===== src/hdl/jsu_pkg.sv =====
// Shared types, character codes and helpers for the JSON string unescaper.
`timescale 1ns / 1ps

package jsu_pkg;

   // Bytes one input character can cause at most
   localparam int MAX_BYTES   = 6;
   // Default depth of the queue between decoder and byte emitter
   localparam int QUEUE_DEPTH = 2;

   localparam logic [7:0] CHAR_BSLASH = 8'h5C;
   localparam logic [7:0] CHAR_QUOTE  = 8'h22;
   localparam logic [7:0] CHAR_SLASH  = 8'h2F;
   localparam logic [7:0] CHAR_LO_B   = 8'h62;
   localparam logic [7:0] CHAR_LO_F   = 8'h66;
   localparam logic [7:0] CHAR_LO_N   = 8'h6E;
   localparam logic [7:0] CHAR_LO_R   = 8'h72;
   localparam logic [7:0] CHAR_LO_T   = 8'h74;
   localparam logic [7:0] CHAR_LO_U   = 8'h75;
   localparam logic [7:0] CHAR_BS     = 8'h08;
   localparam logic [7:0] CHAR_FF     = 8'h0C;
   localparam logic [7:0] CHAR_LF     = 8'h0A;
   localparam logic [7:0] CHAR_CR     = 8'h0D;
   localparam logic [7:0] CHAR_TAB    = 8'h09;

   // One decoded character: its output bytes, how many, and end of string
   typedef struct packed {
      logic [MAX_BYTES-1:0][7:0] bytes;
      logic [2:0]                count;
      logic                      last;
   } burst_type;

   // Hex digit value 0..15, bit 4 set for a non-hex character
   function automatic logic [4:0] hex_value(input logic [7:0] c);
      logic [4:0] v;
      if (c >= 8'h30 && c <= 8'h39)      v = {1'b0, c[3:0]};
      else if ((c >= 8'h61 && c <= 8'h66) || (c >= 8'h41 && c <= 8'h46))
         v = {1'b0, c[3:0] + 4'd9};
      else                               v = 5'h10;
      return v;
   endfunction

endpackage


===== src/hdl/jsu_front.sv =====
// Front end: accepts characters, tracks escape state and builds byte bursts.
`timescale 1ns / 1ps

module jsu_front
   import jsu_pkg::*;
(
   input  logic       clock,
   input  logic       reset,
   input  logic       req_push,
   input  logic [7:0] req_in_char,
   input  logic       req_in_last,
   output logic       req_full,
   input  logic       q_full,
   output logic       q_push,
   output burst_type  q_data
);

   localparam logic [1:0] MODE_NORMAL = 2'd0;
   localparam logic [1:0] MODE_ESCAPE = 2'd1;
   localparam logic [1:0] MODE_HEX    = 2'd2;

   logic [1:0] mode_ff, mode_in;
   logic [1:0] count_ff, count_in;
   logic [7:0] store_ff [3];
   logic [7:0] store_in [3];
   logic       accept;
   logic       as_normal;
   logic [4:0] hv;
   logic [4:0] hv0, hv1, hv2;
   logic [15:0] code;
   logic [MAX_BYTES-1:0][7:0] b;
   logic [2:0] n;

   assign req_full = q_full;
   assign accept   = req_push && !q_full;
   assign hv       = hex_value(req_in_char);
   assign hv0      = hex_value(store_ff[0]);
   assign hv1      = hex_value(store_ff[1]);
   assign hv2      = hex_value(store_ff[2]);
   assign code     = {hv0[3:0], hv1[3:0], hv2[3:0], hv[3:0]};

   // Decode one character into a burst of bytes and the next state
   always_comb begin
      b         = '0;
      n         = 3'd0;
      mode_in   = mode_ff;
      count_in  = count_ff;
      store_in  = store_ff;
      as_normal = 1'b0;
      unique case (mode_ff)
         MODE_ESCAPE: begin
            mode_in = MODE_NORMAL;
            n       = 3'd1;
            unique case (req_in_char)
               CHAR_QUOTE:  b[0] = CHAR_QUOTE;
               CHAR_BSLASH: b[0] = CHAR_BSLASH;
               CHAR_SLASH:  b[0] = CHAR_SLASH;
               CHAR_LO_B:   b[0] = CHAR_BS;
               CHAR_LO_F:   b[0] = CHAR_FF;
               CHAR_LO_N:   b[0] = CHAR_LF;
               CHAR_LO_R:   b[0] = CHAR_CR;
               CHAR_LO_T:   b[0] = CHAR_TAB;
               CHAR_LO_U: begin
                  mode_in  = MODE_HEX;
                  count_in = 2'd0;
                  n        = 3'd0;
               end
               default: begin
                  // unknown escape passes through literally
                  b[0] = CHAR_BSLASH;
                  b[1] = req_in_char;
                  n    = 3'd2;
               end
            endcase
         end
         MODE_HEX: begin
            if (hv[4]) begin
               // bad digit: flush what was gathered, then reprocess the character
               b[0]      = CHAR_BSLASH;
               b[1]      = CHAR_LO_U;
               b[2]      = store_ff[0];
               b[3]      = store_ff[1];
               b[4]      = store_ff[2];
               n         = 3'd2 + {1'b0, count_ff};
               mode_in   = MODE_NORMAL;
               count_in  = 2'd0;
               as_normal = 1'b1;
            end else if (count_ff != 2'd3) begin
               store_in[count_ff] = req_in_char;
               count_in           = count_ff + 2'd1;
            end else begin
               // fourth digit: encode the code point as UTF-8
               mode_in  = MODE_NORMAL;
               count_in = 2'd0;
               if (code < 16'h0080) begin
                  b[0] = code[7:0];
                  n    = 3'd1;
               end else if (code < 16'h0800) begin
                  b[0] = {3'b110, code[10:6]};
                  b[1] = {2'b10, code[5:0]};
                  n    = 3'd2;
               end else begin
                  b[0] = {4'b1110, code[15:12]};
                  b[1] = {2'b10, code[11:6]};
                  b[2] = {2'b10, code[5:0]};
                  n    = 3'd3;
               end
            end
         end
         default: as_normal = 1'b1;
      endcase

      // Ordinary character handling, appended after any flush
      if (as_normal) begin
         if (req_in_char == CHAR_BSLASH) begin
            mode_in = MODE_ESCAPE;
         end else begin
            b[n] = req_in_char;
            n    = n + 3'd1;
         end
      end

      // End of string: flush an open \u, drop a lone backslash
      if (req_in_last) begin
         if (mode_in == MODE_HEX) begin
            b[0] = CHAR_BSLASH;
            b[1] = CHAR_LO_U;
            b[2] = store_in[0];
            b[3] = store_in[1];
            b[4] = store_in[2];
            n    = 3'd2 + {1'b0, count_in};
         end
         mode_in  = MODE_NORMAL;
         count_in = 2'd0;
      end
   end

   assign q_data.bytes = b;
   assign q_data.count = n;
   assign q_data.last  = req_in_last;
   assign q_push       = accept && (n != 3'd0 || req_in_last);

   // Advance decode state on each accepted item
   always_ff @(posedge clock) begin
      if (reset) begin
         mode_ff  <= MODE_NORMAL;
         count_ff <= 2'd0;
      end else if (accept) begin
         mode_ff  <= mode_in;
         count_ff <= count_in;
      end
   end

   // Hold gathered hex digits
   always_ff @(posedge clock) begin
      if (accept) begin
         store_ff <= store_in;
      end
   end

   a_last_clears_state: assert property (@(posedge clock) disable iff (reset)
      accept && req_in_last |=> mode_ff == MODE_NORMAL && count_ff == 2'd0)
      else $error("decode state not cleared after end of string");

   a_burst_bound: assert property (@(posedge clock) disable iff (reset)
      q_push |-> q_data.count <= 3'(MAX_BYTES))
      else $error("burst longer than the byte limit");

   a_hex_count: assert property (@(posedge clock) disable iff (reset)
      mode_ff != MODE_HEX |-> count_ff == 2'd0)
      else $error("digit count left over outside a hex escape");

endmodule


===== src/hdl/jsu_queue.sv =====
// Short queue of decoded bursts between the front end and the byte emitter.
`timescale 1ns / 1ps

module jsu_queue
   import jsu_pkg::*;
#(
   parameter int DEPTH = QUEUE_DEPTH
)(
   input  logic      clock,
   input  logic      reset,
   input  logic      wr_en,
   input  burst_type wr_data,
   output logic      full,
   input  logic      rd_en,
   output burst_type rd_data,
   output logic      empty
);

   localparam int PTR_W = (DEPTH > 1) ? $clog2(DEPTH) : 1;
   localparam int CNT_W = $clog2(DEPTH + 1);

   burst_type         slot_ff [DEPTH];
   logic [PTR_W-1:0]  wr_ptr_ff, rd_ptr_ff;
   logic [CNT_W-1:0]  fill_ff;
   logic              do_wr, do_rd;

   assign full    = fill_ff == CNT_W'(DEPTH);
   assign empty   = fill_ff == '0;
   assign do_wr   = wr_en && !full;
   assign do_rd   = rd_en && !empty;
   assign rd_data = slot_ff[rd_ptr_ff];

   // Advance pointers and fill level
   always_ff @(posedge clock) begin
      if (reset) begin
         wr_ptr_ff <= '0;
         rd_ptr_ff <= '0;
         fill_ff   <= '0;
      end else begin
         if (do_wr) begin
            wr_ptr_ff <= (wr_ptr_ff == PTR_W'(DEPTH - 1)) ? '0 : wr_ptr_ff + 1'b1;
         end
         if (do_rd) begin
            rd_ptr_ff <= (rd_ptr_ff == PTR_W'(DEPTH - 1)) ? '0 : rd_ptr_ff + 1'b1;
         end
         if (do_wr && !do_rd)      fill_ff <= fill_ff + 1'b1;
         else if (do_rd && !do_wr) fill_ff <= fill_ff - 1'b1;
      end
   end

   // Store written bursts
   always_ff @(posedge clock) begin
      if (do_wr) begin
         slot_ff[wr_ptr_ff] <= wr_data;
      end
   end

   a_no_overflow: assert property (@(posedge clock) disable iff (reset)
      fill_ff <= CNT_W'(DEPTH))
      else $error("queue fill above depth");

   a_pop_nonempty: assert property (@(posedge clock) disable iff (reset)
      rd_en |-> !empty)
      else $error("burst popped from empty queue");

endmodule


===== src/hdl/jsu_back.sv =====
// Back end: walks each burst and presents one output byte at a time.
`timescale 1ns / 1ps

module jsu_back
   import jsu_pkg::*;
(
   input  logic       clock,
   input  logic       reset,
   input  logic       q_empty,
   input  burst_type  q_data,
   output logic       q_pop,
   output logic       rsp_empty,
   input  logic       rsp_pop,
   output logic [7:0] rsp_out_byte,
   output logic       rsp_byte_valid,
   output logic       rsp_run_last,
   output logic       rsp_end_of_string
);

   logic [2:0] idx_ff;
   logic       valid_ff;
   logic [7:0] byte_ff;
   logic       bvalid_ff, run_last_ff, eos_ff;
   logic       advance, is_bare, at_end;

   assign advance = !q_empty && (!valid_ff || rsp_pop);
   assign is_bare = q_data.count == 3'd0;
   assign at_end  = is_bare || (idx_ff == q_data.count - 3'd1);
   assign q_pop   = advance && at_end;

   // Step through the bytes of the head burst
   always_ff @(posedge clock) begin
      if (reset) begin
         idx_ff   <= 3'd0;
         valid_ff <= 1'b0;
      end else begin
         if (advance) begin
            idx_ff <= at_end ? 3'd0 : idx_ff + 3'd1;
         end
         if (advance)      valid_ff <= 1'b1;
         else if (rsp_pop) valid_ff <= 1'b0;
      end
   end

   // Load the output register
   always_ff @(posedge clock) begin
      if (advance) begin
         byte_ff     <= is_bare ? 8'd0 : q_data.bytes[idx_ff];
         bvalid_ff   <= !is_bare;
         run_last_ff <= at_end;
         eos_ff      <= at_end && q_data.last;
      end
   end

   assign rsp_empty         = !valid_ff;
   assign rsp_out_byte      = byte_ff;
   assign rsp_byte_valid    = bvalid_ff;
   assign rsp_run_last      = run_last_ff;
   assign rsp_end_of_string = eos_ff;

   a_idx_in_burst: assert property (@(posedge clock) disable iff (reset)
      !q_empty && !is_bare |-> idx_ff < q_data.count)
      else $error("byte index beyond burst length");

   a_idx_rewinds: assert property (@(posedge clock) disable iff (reset)
      q_pop |=> idx_ff == 3'd0)
      else $error("byte index not rewound after burst");

endmodule


===== src/hdl/json_string_unescape.sv =====
// Top level of the JSON string unescaper.
`timescale 1ns / 1ps

// Takes the characters of a JSON string body one per item and returns the
// unescaped bytes, UTF-8 for \uXXXX, with run_last on the final byte of each
// character and end_of_string on the final byte of the string. A character
// that yields at most one byte is taken every cycle while req_full is low; one
// that yields k bytes holds the single-byte output register for each of its k
// bytes in turn, and the decoder runs ahead by up to QUEUE_DEPTH_P bursts
// before req_full rises. A byte passes through the burst queue and then the
// output register before it shows on the result side and can be popped.

module json_string_unescape
   import jsu_pkg::*;
#(
   parameter int QUEUE_DEPTH_P = QUEUE_DEPTH
)(
   input  logic       clock,
   input  logic       reset,
   input  logic       req_push,
   output logic       req_full,
   input  logic [7:0] req_in_char,
   input  logic       req_in_last,
   output logic       rsp_empty,
   input  logic       rsp_pop,
   output logic [7:0] rsp_out_byte,
   output logic       rsp_byte_valid,
   output logic       rsp_run_last,
   output logic       rsp_end_of_string
);

   burst_type wr_data, rd_data;
   logic      q_push, q_full, q_pop, q_empty;

   jsu_front u_front (
      .clock       (clock),
      .reset       (reset),
      .req_push    (req_push),
      .req_in_char (req_in_char),
      .req_in_last (req_in_last),
      .req_full    (req_full),
      .q_full      (q_full),
      .q_push      (q_push),
      .q_data      (wr_data)
   );

   jsu_queue #(.DEPTH(QUEUE_DEPTH_P)) u_queue (
      .clock   (clock),
      .reset   (reset),
      .wr_en   (q_push),
      .wr_data (wr_data),
      .full    (q_full),
      .rd_en   (q_pop),
      .rd_data (rd_data),
      .empty   (q_empty)
   );

   jsu_back u_back (
      .clock             (clock),
      .reset             (reset),
      .q_empty           (q_empty),
      .q_data            (rd_data),
      .q_pop             (q_pop),
      .rsp_empty         (rsp_empty),
      .rsp_pop           (rsp_pop),
      .rsp_out_byte      (rsp_out_byte),
      .rsp_byte_valid    (rsp_byte_valid),
      .rsp_run_last      (rsp_run_last),
      .rsp_end_of_string (rsp_end_of_string)
   );

endmodule

===== config.mk =====
export PLATFORM = sky130hd
export DESIGN_NAME = json_string_unescape
export DESIGN_NICKNAME = d
export VERILOG_FILES = /design/src/hdl/jsu_pkg.sv /design/src/hdl/jsu_front.sv /design/src/hdl/jsu_queue.sv /design/src/hdl/jsu_back.sv /design/src/hdl/json_string_unescape.sv
export SDC_FILE = /design/constraint.sdc
export NUM_CORES = 1
export LEC_CHECK = 0
export BUFFER_PORTS_ARGS = -buffer_cell sky130_fd_sc_hd__clkbuf_2
export CORE_ASPECT_RATIO = 0.7
export CORE_UTILIZATION = 50
export CTS_CLUSTER_SIZE = 20
export DETAILED_ROUTE_END_ITERATION = 6
export MAX_ROUTING_LAYER = met4
export PLACE_DENSITY = 0.71
export SETUP_SLACK_MARGIN = 0.5
export SLEW_MARGIN = 20
export SYNTH_ARGS = -nofsm -noshare
export SYNTH_HDL_FRONTEND = slang
export SYNTH_SLANG_ARGS = --single-unit

===== constraint.sdc =====
create_clock -name clock -period 9.2 [get_ports clock]
set_clock_uncertainty 0.1 [all_clocks]
set_input_delay 0.92 -clock clock [delete_from_list [all_inputs] [get_ports clock]]
set_output_delay 0.92 -clock clock [all_outputs]
set_load 0.1 [all_outputs]

; After elaboration in Yosys (flattened, before gate mapping)
; Memories as Yosys holds them, arrays and structs flattened. A register that Yosys moved wholly into a read port is not among the register bits.
; Cells that the tools add are included.
[word_totals]
reg_bits = 47
inputBits = 13
latch_bits = 0
out_inout_bits = 13
memories = 1
mem_bits_rw = 104
elab_cells = 188
romBits = 0
[classes]
n_bitwise = 1
n_mux = 69
n_eq_ne = 15
n_div = 0
shifts = 0
addsub = 14
magnitude_cmp = 31
n_reduce_logical = 43
mul = 0
[mem_list]
columns = name, words, word_bits, rd, rd_ports_with_merged_regs, wr, line
row1 = u_queue.slot_ff, 2, 52, 1, 1, 1, jsu_queue.sv:22  ; burst_type slot_ff [DEPTH];
[op_table]
columns = operator, count
row1 = $mux 24, 6
row2 = $mux 48, 2
row3 = $mux 40, 2
row4 = $ge 8x7->1 const B, 8
row5 = $le 8x7->1 const B, 8
row6 = $eq 8x7->1 const B, 7
row7 = $pmux 7 s8, 1
row8 = $bwmux 48, 1
row9 = $mux 8, 6
row10 = $ge 8x6->1 const B, 4
row11 = $le 8x6->1 const B, 4
row12 = $mux 16, 2
row13 = $pmux 16 s2, 1
row14 = $bmux 8 s3, 1
row15 = $bwmux 24, 1
row16 = $demux 8 s3, 1
row17 = $mux 2, 12
row18 = $mux 3, 8
row19 = $mux 4, 6
row20 = $logic_and 1x1->1, 23
row21 = $add 4x4->4 const B, 4
row22 = $demux 8 s2, 1
row23 = $eq 8x6->1 const B, 2
row24 = $lt 16x12->1 const B, 1
row25 = other kinds (30), 61

; Longest topological paths before layout
; Gate-level depths: netlist (run 1).
[logic_depth]
word_depth = 24
ltp_mapped = 22
mapped_depth_nobuf = 20

; Cells and area by module
; A second synthesis (run 1) with hierarchy kept.
[unflattened]
cells_unflattened = 774
area_unflattened_um2 = 8799.7
[modules_own_cells]
columns = mod, area_per_inst_um2, cells_per_inst, n_inst, seq_area_each_um2
row1 = jsu_queue, 3956.3, 187, 1, 3223.1
row2 = jsu_front, 3782.4, 499, 1, 800.8
row3 = jsu_back, 1061.0, 88, 1, 410.4

; Worst setup path after synthesis (run 1)
; OpenSTA, ideal clock, no wires.
[synth_timing]
path_type = input-to-reg
from = in req_in_char[0]
to = mem u_queue.slot_ff[0][0] (netlist bit) (enable)
slack_ps = 2542
arrival_time_ps = 6096
path_buffers = 2
t_required_ps = 8638
setup_ps = 462
cell_stages = 18
path_cell_list = clkbuf_1 > inv_1 > ha_1 > or3b_2 > a211oi_1 > a31oi_1 > and3_1 > clkbuf_1 > a21oi_1 > or2_2 > nand2_1 > ha_1 > nand2_1 > xor2_1 > o21ai_0 > a21boi_1 > o41ai_2 > nor2_1
[synth_between]
elab_chain_len = 22
word_cells_on_any_way = 54
cone_classes = add/sub: 3 / order compare: 8 / eq/ne: 10 / mux: 24 / reduce/logical: 9
[synth_lines]
columns = item, line
row1 = from (decl), json_string_unescape.sv:22  ; input logic [7:0] req_in_char,
row2 = $ge 8x7->1 / $le 8x7->1 (equally long branches), jsu_pkg.sv:37  ; else if ((c >= 8'h61 && c <= 8'h66) || (c >= 8'h41 && c <= 8'h46))
row3 = $logic_and 1x1->1, jsu_pkg.sv:37
row4 = $logic_or 1x1->1, jsu_pkg.sv:37
row5 = $mux 5, jsu_pkg.sv:37
row6 = $mux 5, jsu_pkg.sv:36  ; if (c >= 8'h30 && c <= 8'h39) v = {1'b0, c[3:0]};
row7 = $lt 16x12->1, jsu_front.sv:98  ; end else if (code < 16'h0800) begin
row8 = $mux 1, jsu_front.sv:98
row9 = $mux 3, jsu_front.sv:95  ; if (code < 16'h0080) begin
row10 = (+7 left out), n/a
row11 = $mux 3 *, jsu_front.sv:124  ; if (req_in_last) begin
row12 = net u_front.n[2], jsu_front.sv:32  ; logic [2:0] n;
row13 = $reduce_bool 3->1 *, jsu_front.sv:141  ; assign q_push = accept && (n != 3'd0 || req_in_last);
row14 = $logic_or 1x1->1 *, jsu_front.sv:141
row15 = $logic_and 1x1->1 *, jsu_front.sv:141
row16 = $logic_and 1x1->1 *, jsu_queue.sv:29  ; assign do_wr = wr_en && !full;
row17 = $mux 1 *, jsu_queue.sv:53  ; if (do_wr) begin
row18 = $mux 1 (implied by the code) *, jsu_queue.sv:54  ; slot_ff[wr_ptr_ff] <= wr_data;
row19 = to (decl), jsu_queue.sv:22
; Mark *: on every way through the listed nets, which the timed path passes. The rest lies on a longest branch.

; Worst setup path in the final report (run 1)
[layout_timing]
from = in req_in_char[0]
to = reg u_queue.fill_ff[1]
[layout_between]
elab_chain_len = 23
word_cells_on_any_way = 57
cone_classes = add/sub: 3 / order compare: 8 / eq/ne: 10 / mux: 23 / reduce/logical: 13
[layout_lines]
columns = item, line
row1 = $ge 8x7->1 / $le 8x7->1 (equally long branches), jsu_pkg.sv:37
row2 = $logic_and 1x1->1, jsu_pkg.sv:37
row3 = $logic_or 1x1->1, jsu_pkg.sv:37
row4 = $mux 5, jsu_pkg.sv:37
row5 = $mux 5, jsu_pkg.sv:36
row6 = $lt 16x12->1, jsu_front.sv:98
row7 = $mux 1, jsu_front.sv:98
row8 = $mux 3, jsu_front.sv:95
row9 = (+8 left out), n/a
row10 = net u_front.n[2], jsu_front.sv:32
row11 = $reduce_bool 3->1 *, jsu_front.sv:141
row12 = $logic_or 1x1->1 *, jsu_front.sv:141
row13 = $logic_and 1x1->1 *, jsu_front.sv:141
row14 = $logic_and 1x1->1 *, jsu_queue.sv:29
row15 = net u_queue.do_wr, jsu_queue.sv:25  ; logic do_wr, do_rd;
row16 = $logic_not 1->1, jsu_queue.sv:47  ; else if (do_rd && !do_wr) fill_ff <= fill_ff - 1'b1;
row17 = $logic_and 1x1->1, jsu_queue.sv:47
row18 = $reduce_bool 2->1 (no line), n/a
row19 = to (signal assigned), jsu_queue.sv:46  ; if (do_wr && !do_rd) fill_ff <= fill_ff + 1'b1;
row20 = to (signal assigned), jsu_queue.sv:47
row21 = to (decl), jsu_queue.sv:24  ; logic [CNT_W-1:0] fill_ff;
; Marks and branches as above.
; A chain may end at the register's enable or synchronous reset.

==> results of run 1 <==
==> power by group through the flow <==
| stage | clock network, mW | logic [mW] | registers [mW] |
|---|---|---|---|
| 6_report | 0.687 | 0.658 | 0.938 |
| 5_1_grt | 0.720 | 0.705 | 0.950 |
| 4_1_cts | 0.696 | 0.663 | 0.938 |
| 3_5_place_dp | 0 | 0.661 | 0.953 |
| 3_3_place_gp | 0 | 0.652 | 0.944 |
| 2_1_floorplan | 0 | 0.359 | 1.11 |
==> layer usage <==
metal	wire length [µm]	part of all wire (%)	track usage [%]	vias to the layer above
met4	489	2.1	8.78	0
met2	9870	42	38.1	297
met5	0	0	-	-
met1	11000	47	42.4	3134
li1	-	-	-	2867
met3	1890	8.1	6.93	38
==> worst max path at each step <==
stage                                       end            from  depth (start not counted)
after floorplan           u_queue.slot_ff[0][0]  req_in_char[0]                         18
after global placement       u_queue.fill_ff[1]  req_in_char[0]                         19
after detailed placement     u_queue.fill_ff[1]  req_in_char[0]                         19
after CTS                    u_queue.fill_ff[1]  req_in_char[0]                         19
after global routing         u_queue.fill_ff[1]  req_in_char[0]                         19
final                        u_queue.fill_ff[1]  req_in_char[0]                         19
==> flip-flops by register name, summed over array words and instances, names as in the netlist, named ones only <==
register / flops
u_front.mode_ff: 2
u_queue.rd_ptr_ff: 1
u_back.rsp_end_of_string: 1
u_back.rsp_out_byte: 8
u_front.store_ff: 24
u_front.count_ff: 2
u_queue.wr_ptr_ff: 1
u_queue.fill_ff: 2
u_back.rsp_run_last: 1
u_queue.slot_ff: 104
u_back.rsp_byte_valid: 1
u_back.idx_ff: 3
u_back.valid_ff: 1
==> logic make-up after synthesis <==
logic type | Yosys count
mux | 70
simple gates | 246
compound gates | 178
flops | 152
xor+xnor | 9
buf+inv | 72
fa+ha+maj | 29
==> worst max-delay path: stages <==
cell      delay [ns]
clkbuf_2        0.24
inv_1           0.31
ha_1            0.33
or3b_2          0.47
a211oi_1        0.47
o21a_1          0.18
a211oi_2        0.04
a21oi_1         0.18
and2_1          0.33
ha_1            0.20
nand2_1         0.06
xor2_1          0.18
o21ai_0         0.08
a21boi_1        0.12
o41ai_2         0.69
inv_1           0.10
ha_1            0.33
or3_1           0.36
a21oi_1         0.14
==> cell type report <==
cell class / instances / area, µm² / share of cell area [%]
multi-input combinational: 532 / 3870 / 40.9
inverter: 31 / 116 / 1.23
timing repair buffer: 34 / 193 / 2.03
sequential: 152 / 4440 / 46.8
tap: 225 / 282 / 2.97
clock buffer: 19 / 433 / 4.57
clock inverter: 13 / 140 / 1.48
==> cells in the mapped netlist, types with 5 or more instances <==
cell      instances  area (µm²)
buf_1             5        18.8
and3_1            8        50.1
a21oi_1          44         220
mux2_2           11         124
xor2_1            7        61.3
ha_1             29         363
and2_1           17         106
nand3_1          12        60.1
o21bai_1          5        37.5
clkbuf_1         29         109
edfxtp_1        139        4170
a211oi_1          8        60.1
o21ai_1           6        30.0
nor4_1            5        31.3
nand2_1          69         259
nor3_1           18        90.1
nor2b_1           6        37.5
nor2_1           76         285
dfxtp_1          13         260
o22ai_1           5        31.3
a22o_1            8        70.1
nand2b_1         11        68.8
mux2i_1          31         310
inv_1            31         116
o21ai_0          44         220
a22oi_1           5        37.5
mux4_2           24         541
==> per-stage QoR <==
step                util [%]  area (µm²)  hold WS [ns]  worst slack (ns)
finish                  57.2        9470         0.404              3.73
global placement        53.8        8900         0.380              3.54
global route            57.2        9470         0.422              3.30
CTS                     57.2        9470         0.399              3.77
floorplan                  -        8590         0.363              2.54
detailed placement      53.8        8900         0.389              3.34
==> flow_metrics.tcl, run 1 <==
set metrics [dict create \
    cts_tree "built" \
    cts_root_buf "clkbuf_16" \
    drive_above_1_share_pct 15.6 \
    timing_max_transition_violations_final 0 \
    floorplan.core_area_um2 16500 \
    synth-main-ff-cell "edfxtp_1" \
    hold_path_class "reg -> reg" \
    final_period_minus_worst_setup_slack_ns 5.47 \
    post_drt_wl_per_cell_um 23.1 \
    flow.area_growth_from_synthesis_pct 10.2 \
    first_iter_violations 826 \
    routed_wl_mm 23.2 \
    floorplan_die_area_um2 17700 \
    dp.final_hpwl_mm 16.8 \
    synth_cell_type_count 74 \
    grt.overflow.total 0 \
    synth_xor_xnor_area_share_pct 0.917 \
    synth_top_family_by_area "simple AND/OR/NAND/NOR gates" \
    hp-start "u_back.valid_ff" \
    max_slew.worst_pin.slew_ns 1.03 \
    synth.net_count 798 \
    clock_tree.htree_level_count 4 \
    edff_count_synth 139 \
    grt_pass1_vias 5915 \
    timing.critical_path.to_type "flop" \
    final_cell_mix "edfxtp_1 (139), nor2_1 (74), nand2_1 (69)" \
    fp-row-count 39 \
    clock_latency_ns 0.43 \
    sequentialPowerShare_pct 41.1 \
    critical_path_arrival_ns 5.74 \
    run_status "finished, final reports clean" \
    die_w_um 159 \
    post-cts-setup-buffers 0 \
    initial_antenna_violation_count 0 \
    hold_end "u_back.valid_ff" \
    gpl.final_weighted_congestion 0.969 \
    maxCapViolations 0 \
    report.final.hold_viol_count 0 \
    layout.filler_cells 1328 \
    groute.usage.overall_pct 28.6 \
    synthesis.area_um2 8590 \
    power.share.switching_pct 35.3 \
    grt_max_degree 53 \
    cts_made_buffers 17 \
    hold_depth 2 \
    antenna_left 0 \
    drc_errors_left 0 \
    route.vias.total 6336 \
    min_period_over_period_pct 59.5 \
    power.switching_mw 0.807 \
    ir_drop_uv 282 \
    synth_seq_cells 152 \
    seq_area_frac_synth_pct 51.6 \
    critical_path_peak_fanout 13 \
    grt_setup_unrepaired "false" \
    layout.cells.most_common "edfxtp_1" \
    worst-endpoint-required_ns 9.46 \
    p_leak_nw 3.47 \
    worst-setup-path-type "in -> reg" \
    synth_area_per_cell_um2 11.4 \
    p_per_area_nw_per_um2 241 \
    setup_tns_ns 0 \
    firstDrtPassIters 5 \
    total_power_mw 2.28 \
    cts-resized-gates 0 \
    combinational_fraction_of_design_power_pct 28.8 \
    critical_path.reg2reg.endpoint "u_queue.fill_ff[1]" \
    nNetsFinal 810 \
    yosys-mux-area-fraction_pct 12.0 \
    timing.rr.start "u_front.store_ff[8]" \
    synth_cells 756 \
    worst-r2r-cell-count 17 \
    cp-start-kind "input pin" \
    post-place-cells 974 \
    io_buffers 25 \
    pwr-share-clk_pct 30.1 \
    maximum_clock_rate_mhz 183 \
    yosys.area_share.simple_pct 13.9 \
    clkSlewWorstSetupHoldPaths_ns 0.07 \
    synth-compound-area-share_pct 13.8 \
    setup_viol_count_final 0 \
    cts.hold.buffers_added 0 \
    yosys_warnings 0 \
    grt_first_pass_wirelength_mm 35.6 \
    post_layout_instance_count_excluding_filler_cells 1006 \
    p_int_mw 1.48 \
    initial_cell_density_of_the_core_pct 51.9 \
    setup.reg_to_reg.worst_slack_ns 3.83 \
    clock_sink_count 152 \
    vias_per_cell 6.30 \
    io_pins 26 \
    max-clock-path-buffers 2 \
    diodes 0 \
    post_synth_fa_ha_maj_area_fraction_pct 4.22 \
    synthArstFlopShare_pct 0 \
    worst_slew_margin_rel_pct 30.6 \
    vertical_die_dimension_um 112 \
]
No activity file was read; power rests on OpenSTA's default activity.
==> inputs of run 2 (changes only) <==
clock period = 5.3 ns   (was 9.2 ns; I/O delays follow)
==> run 2 against run 1 <==
Compared with the run above: worst hold slack got worse by 0.11 ns; flip-flop and latch count did not move; clock power rose by 86%; critical path type is now reg -> reg.
==> flow_metrics.tcl, run 2 (same netlist as run 1, synthesis figures left out) <==
set metrics [dict create \
    final_cell_mix "edfxtp_1 (139), nor2_1 (74), nand2_1 (69)" \
    cts_tree "built" \
    p_int_mw 2.64 \
    timing.critical_path.to_type "flop" \
    number_of_flip_flops_in_the_largest_register 104 \
    register_area_um2 4440 \
    groute.usage.overall_pct 29.9 \
    vertical_die_dimension_um 112 \
    clkSlewWorstSetupHoldPaths_ns 0.07 \
    combinational_fraction_of_design_power_pct 28.9 \
    power.switching_mw 1.45 \
    layout.filler_cells 1325 \
    worst-setup-path-type "reg -> reg" \
    pwr-share-clk_pct 31.3 \
    clock_latency_ns 0.43 \
    antenna_left 0 \
    sequentialPowerShare_pct 39.9 \
    grt_first_pass_wirelength_mm 37.0 \
    layout.cells.most_common "edfxtp_1" \
    maximum_clock_rate_mhz 222 \
    cts_made_buffers 17 \
    power.share.switching_pct 35.4 \
    hold_depth 3 \
    post_drt_wl_per_cell_um 23.6 \
    largest_register "u_queue.slot_ff" \
    total_power_mw 4.09 \
    initial_cell_density_of_the_core_pct 51.9 \
    floorplan.core_area_um2 16500 \
    maxCapViolations 0 \
    critical_path_peak_fanout 6 \
    grt_setup_unrepaired "false" \
    worst-endpoint-required_ns 5.55 \
    setup_viol_count_final 0 \
    cp-start-kind "flop" \
    first_iter_violations 709 \
    min_period_over_period_pct 85.0 \
    flow.area_growth_from_synthesis_pct 13.9 \
    drive_above_1_share_pct 19.3 \
    max_slew.worst_pin.slew_ns 1.01 \
    initial_antenna_violation_count 0 \
    max-clock-path-buffers 2 \
    dp.final_hpwl_mm 17.7 \
    critical_path_arrival_ns 4.76 \
    floorplan_die_area_um2 17700 \
    diodes 0 \
    grt.overflow.total 0 \
    cts_root_buf "clkbuf_16" \
    grt_max_degree 33 \
    worst-r2r-cell-count 18 \
    drc_errors_left 0 \
    p_leak_nw 3.62 \
    vias_per_cell 6.29 \
    grt_pass1_vias 6423 \
    multiInputGateArea_um2 3900 \
    final_period_minus_worst_setup_slack_ns 4.51 \
    cts.hold.buffers_added 0 \
    gpl.final_weighted_congestion 1.03 \
    hold_path_class "in -> reg" \
    nNetsFinal 837 \
    die_w_um 159 \
    routed_wl_mm 24.4 \
    setup_tns_ns 0 \
    io_pins 26 \
    clock_tree.htree_level_count 4 \
    run_status "finished, final reports clean" \
    ir_drop_uv 451 \
    clock_sink_count 152 \
    firstDrtPassIters 5 \
    worst_slew_margin_rel_pct 32.0 \
    report.final.hold_viol_count 0 \
    fp-row-count 39 \
    timing_max_transition_violations_final 0 \
    p_per_area_nw_per_um2 418 \
    route.vias.total 6496 \
    io_buffers 25 \
]
[run 2: cell types whose count changed in the layout (fill, tap and decap cells not counted), sizes merged]
cell and delta:
clkbuf -1, buf +27, bufinv +1, inv +3
clkinv -3
[run 2: power groups by stage]
stage	clock [mW]	sequential [mW]	combinational (mW)
2_1_floorplan	0	1.92	0.628
3_3_place_gp	0	1.64	1.17
3_5_place_dp	0	1.66	1.18
4_1_cts	1.28	1.63	1.19
5_1_grt	1.34	1.65	1.27
6_report	1.28	1.63	1.18
[run 2: worst max-delay path, stage by stage, from the launching register on]
cell	delay (ns)
edfxtp_1	0.48
inv_1	0.18
ha_1	0.23
o21bai_2	0.09
a21oi_2	0.27
mux2i_1	0.38
a21oi_1	0.22
nor3_1	0.24
nand2b_1	0.18
nand2_1	0.07
ha_1	0.26
a21oi_1	0.12
o21ai_0	0.17
o41ai_2	0.34
buf_4	0.20
inv_1	0.05
ha_1	0.31
or3_1	0.36
a21oi_1	0.17
[run 2: cell type report]
| cell class | count | area share (%) |
|---|---|---|
| Sequential cell | 152 | 45.3 |
| Multi-Input combinational cell | 532 | 39.8 |
| Timing Repair Buffer | 61 | 4.55 |
| Clock buffer | 18 | 4.39 |
| Tap cell | 225 | 2.88 |
| Clock inverter | 14 | 1.85 |
| Inverter | 31 | 1.19 |
[run 2: final timing paths]
path                                      endpoint                 from  slack [ns]
worst min-delay path               u_back.valid_ff              rsp_pop        0.29
worst max-delay path            u_queue.fill_ff[1]  u_front.store_ff[8]        0.79
worst min register to register     u_back.valid_ff      u_back.valid_ff        0.40
worst max register to register  u_queue.fill_ff[1]  u_front.store_ff[8]        0.79
[run 2: per-layer routing]
metal	track usage [%]	wire, µm
met5	-	0
met2	42.6	10600
met3	9.03	2420
met4	9.81	664
met1	40.7	10700
[run 2: through the flow]
step           instance area, µm²  setup WS, ns  cells  utilization, %  hold WS [ns]
6_report                     9790         0.794   1033            59.2         0.289
5_1_grt                      9790         0.510   1033            59.2         0.284
4_1_cts                      9710         0.630   1026            58.7         0.279
3_5_place_dp                 9100         0.617    994            55.0         0.387
3_3_place_gp                 9100         0.723    994            55.0         0.376
2_1_floorplan                8610         0.508    756               -         0.363
[run 2: timing repair]
action	in CTS	in global routing
setup endpoints to repair	0	96
setup buffers	0	7
resized for setup	0	7
==> inputs of run 3 (changes only) <==
BUFFER_PORTS_ARGS = -buffer_cell sky130_fd_sc_hd__buf_2   (was -buffer_cell sky130_fd_sc_hd__clkbuf_2)
==> run 3 against run 2 <==
Compared with the run above: flip-flop and latch count is the same; utilization down 0.32 points; critical path type unchanged; power shrank 1.5%; critical path depth is the same; critical endpoint unchanged.
==> flow_metrics.tcl, run 3 (same netlist as run 1, synthesis figures left out) <==
set metrics [dict create \
    layout.cells.most_common "edfxtp_1" \
    grt_pass1_vias 6157 \
    io_pins 26 \
    met3_capacity_usage_during_global_routing_pct 6.23 \
    multiInputGateArea_um2 3910 \
    floorplan_die_area_um2 17700 \
    cts.hold.buffers_added 0 \
    slowest_delay_ns 0.48 \
    global_route.usage.met2_pct 41.9 \
    vias_per_cell 6.32 \
    cp-start-kind "flop" \
    pwr-share-clk_pct 30.4 \
    finalInstanceArea_um2 9730 \
    ir_drop_uv 358 \
    grt.overflow.total 0 \
    p_int_mw 2.59 \
    max_slew.worst_pin.slew_ns 1.11 \
    grt_setup_unrepaired "false" \
    io_buffers 25 \
    hold_path_class "in -> reg" \
    fp-row-count 39 \
    sequentialPowerShare_pct 40.4 \
    cts_tree "built" \
    number_of_flip_flops_in_the_largest_register 104 \
    worst-r2r-cell-count 18 \
    p_per_area_nw_per_um2 414 \
    setup_viol_count_final 0 \
    hold_depth 3 \
    power.share.switching_pct 35.7 \
    post_dp_cell_area_um2 9030 \
    p_leak_nw 3.57 \
    critical_path_peak_fanout 7 \
    combinational_fraction_of_design_power_pct 29.2 \
    setup.reg_to_reg.worst_slack_ns 0.79 \
    cts_root_buf "clkbuf_16" \
    largest_register "u_queue.slot_ff" \
    path_cells "inv_1, ha_1, o21bai_2, a21oi_2, a21oi_4, a2bb2o_1, nor3_1, nand2b_1, nand2_1, ha_1, a21oi_1, o21ai_0, o41ai_2, buf_4, inv_1, ha_1, or3_1, a21oi_1" \
    worst_slew_margin_rel_pct 25.2 \
    first_iter_violations 881 \
    grt_max_degree 53 \
    post_layout_instance_count_excluding_filler_cells 1028 \
    use_met1_pct 42.6 \
    flow.area_growth_from_synthesis_pct 13.3 \
    initial_cell_density_of_the_core_pct 51.9 \
    drive_above_1_share_pct 18.9 \
    critical_path_arrival_ns 4.77 \
    worst_slack_ns 0.788 \
    clock_latency_ns 0.43 \
    diodes 0 \
    worst_path_dominant_cell_family "compound AO/OA/AOI/OAI gates" \
    firstDrtPassIters 6 \
    gpl.final_weighted_congestion 0.951 \
    setup_tns_ns 0 \
    timing.rr.start "u_front.store_ff[8]" \
    clkSlewWorstSetupHoldPaths_ns 0.07 \
    critical_path.reg2reg.endpoint "u_queue.fill_ff[1]" \
    grt_first_pass_wirelength_mm 36.6 \
    antenna_left 0 \
    total_power_mw 4.03 \
    critPathSlowestCell "edfxtp_1" \
    post_drt_wl_per_cell_um 23.2 \
    die_w_um 159 \
    nNetsFinal 832 \
    vertical_die_dimension_um 112 \
    drc_errors_left 0 \
    run_status "finished, final reports clean" \
    route.vias.total 6497 \
    cts_made_buffers 17 \
    timing_max_transition_violations_final 0 \
    hold_end "u_back.valid_ff" \
    post-route-util_pct 58.8 \
    clock_sink_count 152 \
    maximum_clock_rate_mhz 222 \
    timing.critical_path.to_type "flop" \
    path_buf_inv 3 \
    post-place-cells 988 \
    worst-endpoint-required_ns 5.56 \
    groute.usage.overall_pct 29.4 \
    register_area_um2 4440 \
    initial_antenna_violation_count 0 \
    maxCapViolations 0 \
    min_period_over_period_pct 85.1 \
    routing_layer_with_the_top_usage_in_global_route "met1" \
    dp_slack_ns 0.454 \
    floorplan.core_area_um2 16500 \
    max-clock-path-buffers 2 \
    clock_tree.htree_level_count 4 \
    hp-start "rsp_pop" \
    power.switching_mw 1.44 \
    timing.critical_path.mode_cell "ha_1" \
    layout.filler_cells 1338 \
    final_cell_mix "edfxtp_1 (139), nor2_1 (74), nand2_1 (69)" \
    routed_wl_mm 23.9 \
    final_period_minus_worst_setup_slack_ns 4.51 \
    dp.final_hpwl_mm 17.3 \
    finalHoldWorstSlack_ns 0.280 \
    report.final.hold_viol_count 0 \
    worst-setup-path-type "reg -> reg" \
]
run 3: cell types whose count changed in the layout (fill, tap and decap cells not counted), moves of 2 or more:
cell and delta:
buf_2 +25, clkinv_8 +2, inv_6 -3, clkinvlp_4 +2, clkbuf_2 -25, buf_4 -3, buf_12 -2
run 3: how the worst max path moves through the flow:
stage	start	to	cells past startpoint
5_1_grt	u_front.store_ff[16]	u_queue.fill_ff[1]	18
4_1_cts	u_front.store_ff[8]	u_queue.fill_ff[1]	18
6_report	u_front.store_ff[8]	u_queue.fill_ff[1]	18
2_1_floorplan	req_in_char[0]	u_queue.slot_ff[0][0]	18
3_5_place_dp	req_in_char[0]	u_queue.fill_ff[1]	19
3_3_place_gp	req_in_char[0]	u_queue.fill_ff[1]	19
run 3: power groups by stage:
stage | Sequential [mW] | Clock, mW | Combinational (mW)
3_3_place_gp | 1.64 | 0 | 1.15
5_1_grt | 1.64 | 1.29 | 1.26
4_1_cts | 1.63 | 1.24 | 1.18
6_report | 1.63 | 1.22 | 1.18
2_1_floorplan | 1.92 | 0 | 0.628
3_5_place_dp | 1.65 | 0 | 1.17
run 3: timing repair:
| item | 4_1_cts | 5_1_grt |
|---|---|---|
| setup buffers | 0 | 8 |
| endpoints found under the setup margin | 0 | 88 |
| hold endpoints to repair | 0 | 0 |
| gates resized for setup | 0 | 8 |
run 3: area by class of cell:
type	instances	area share (%)
Tap cell	225	2.89
Timing Repair Buffer	56	3.93
Inverter	31	1.20
Clock buffer	17	4.37
Sequential cell	152	45.6
Multi-Input combinational cell	532	40.1
Clock inverter	15	1.89
run 3: worst reg2reg max path, delay by kind of cell, from the launching register on:
kind | cells | cell delay, ns
AOI/OAI and AO/OA | 8 | 1.77
and+or+nand+nor | 4 | 0.88
adders and majority gates | 3 | 0.82
DFF | 1 | 0.48
buffers and inverters | 3 | 0.39
run 3: per-layer routing:
metal  routed length, µm  up-vias
li1                    -     2926
met1               10700     3210
met2               10700      333
met3                2180       28
met4                 286        0
met5                   0        -
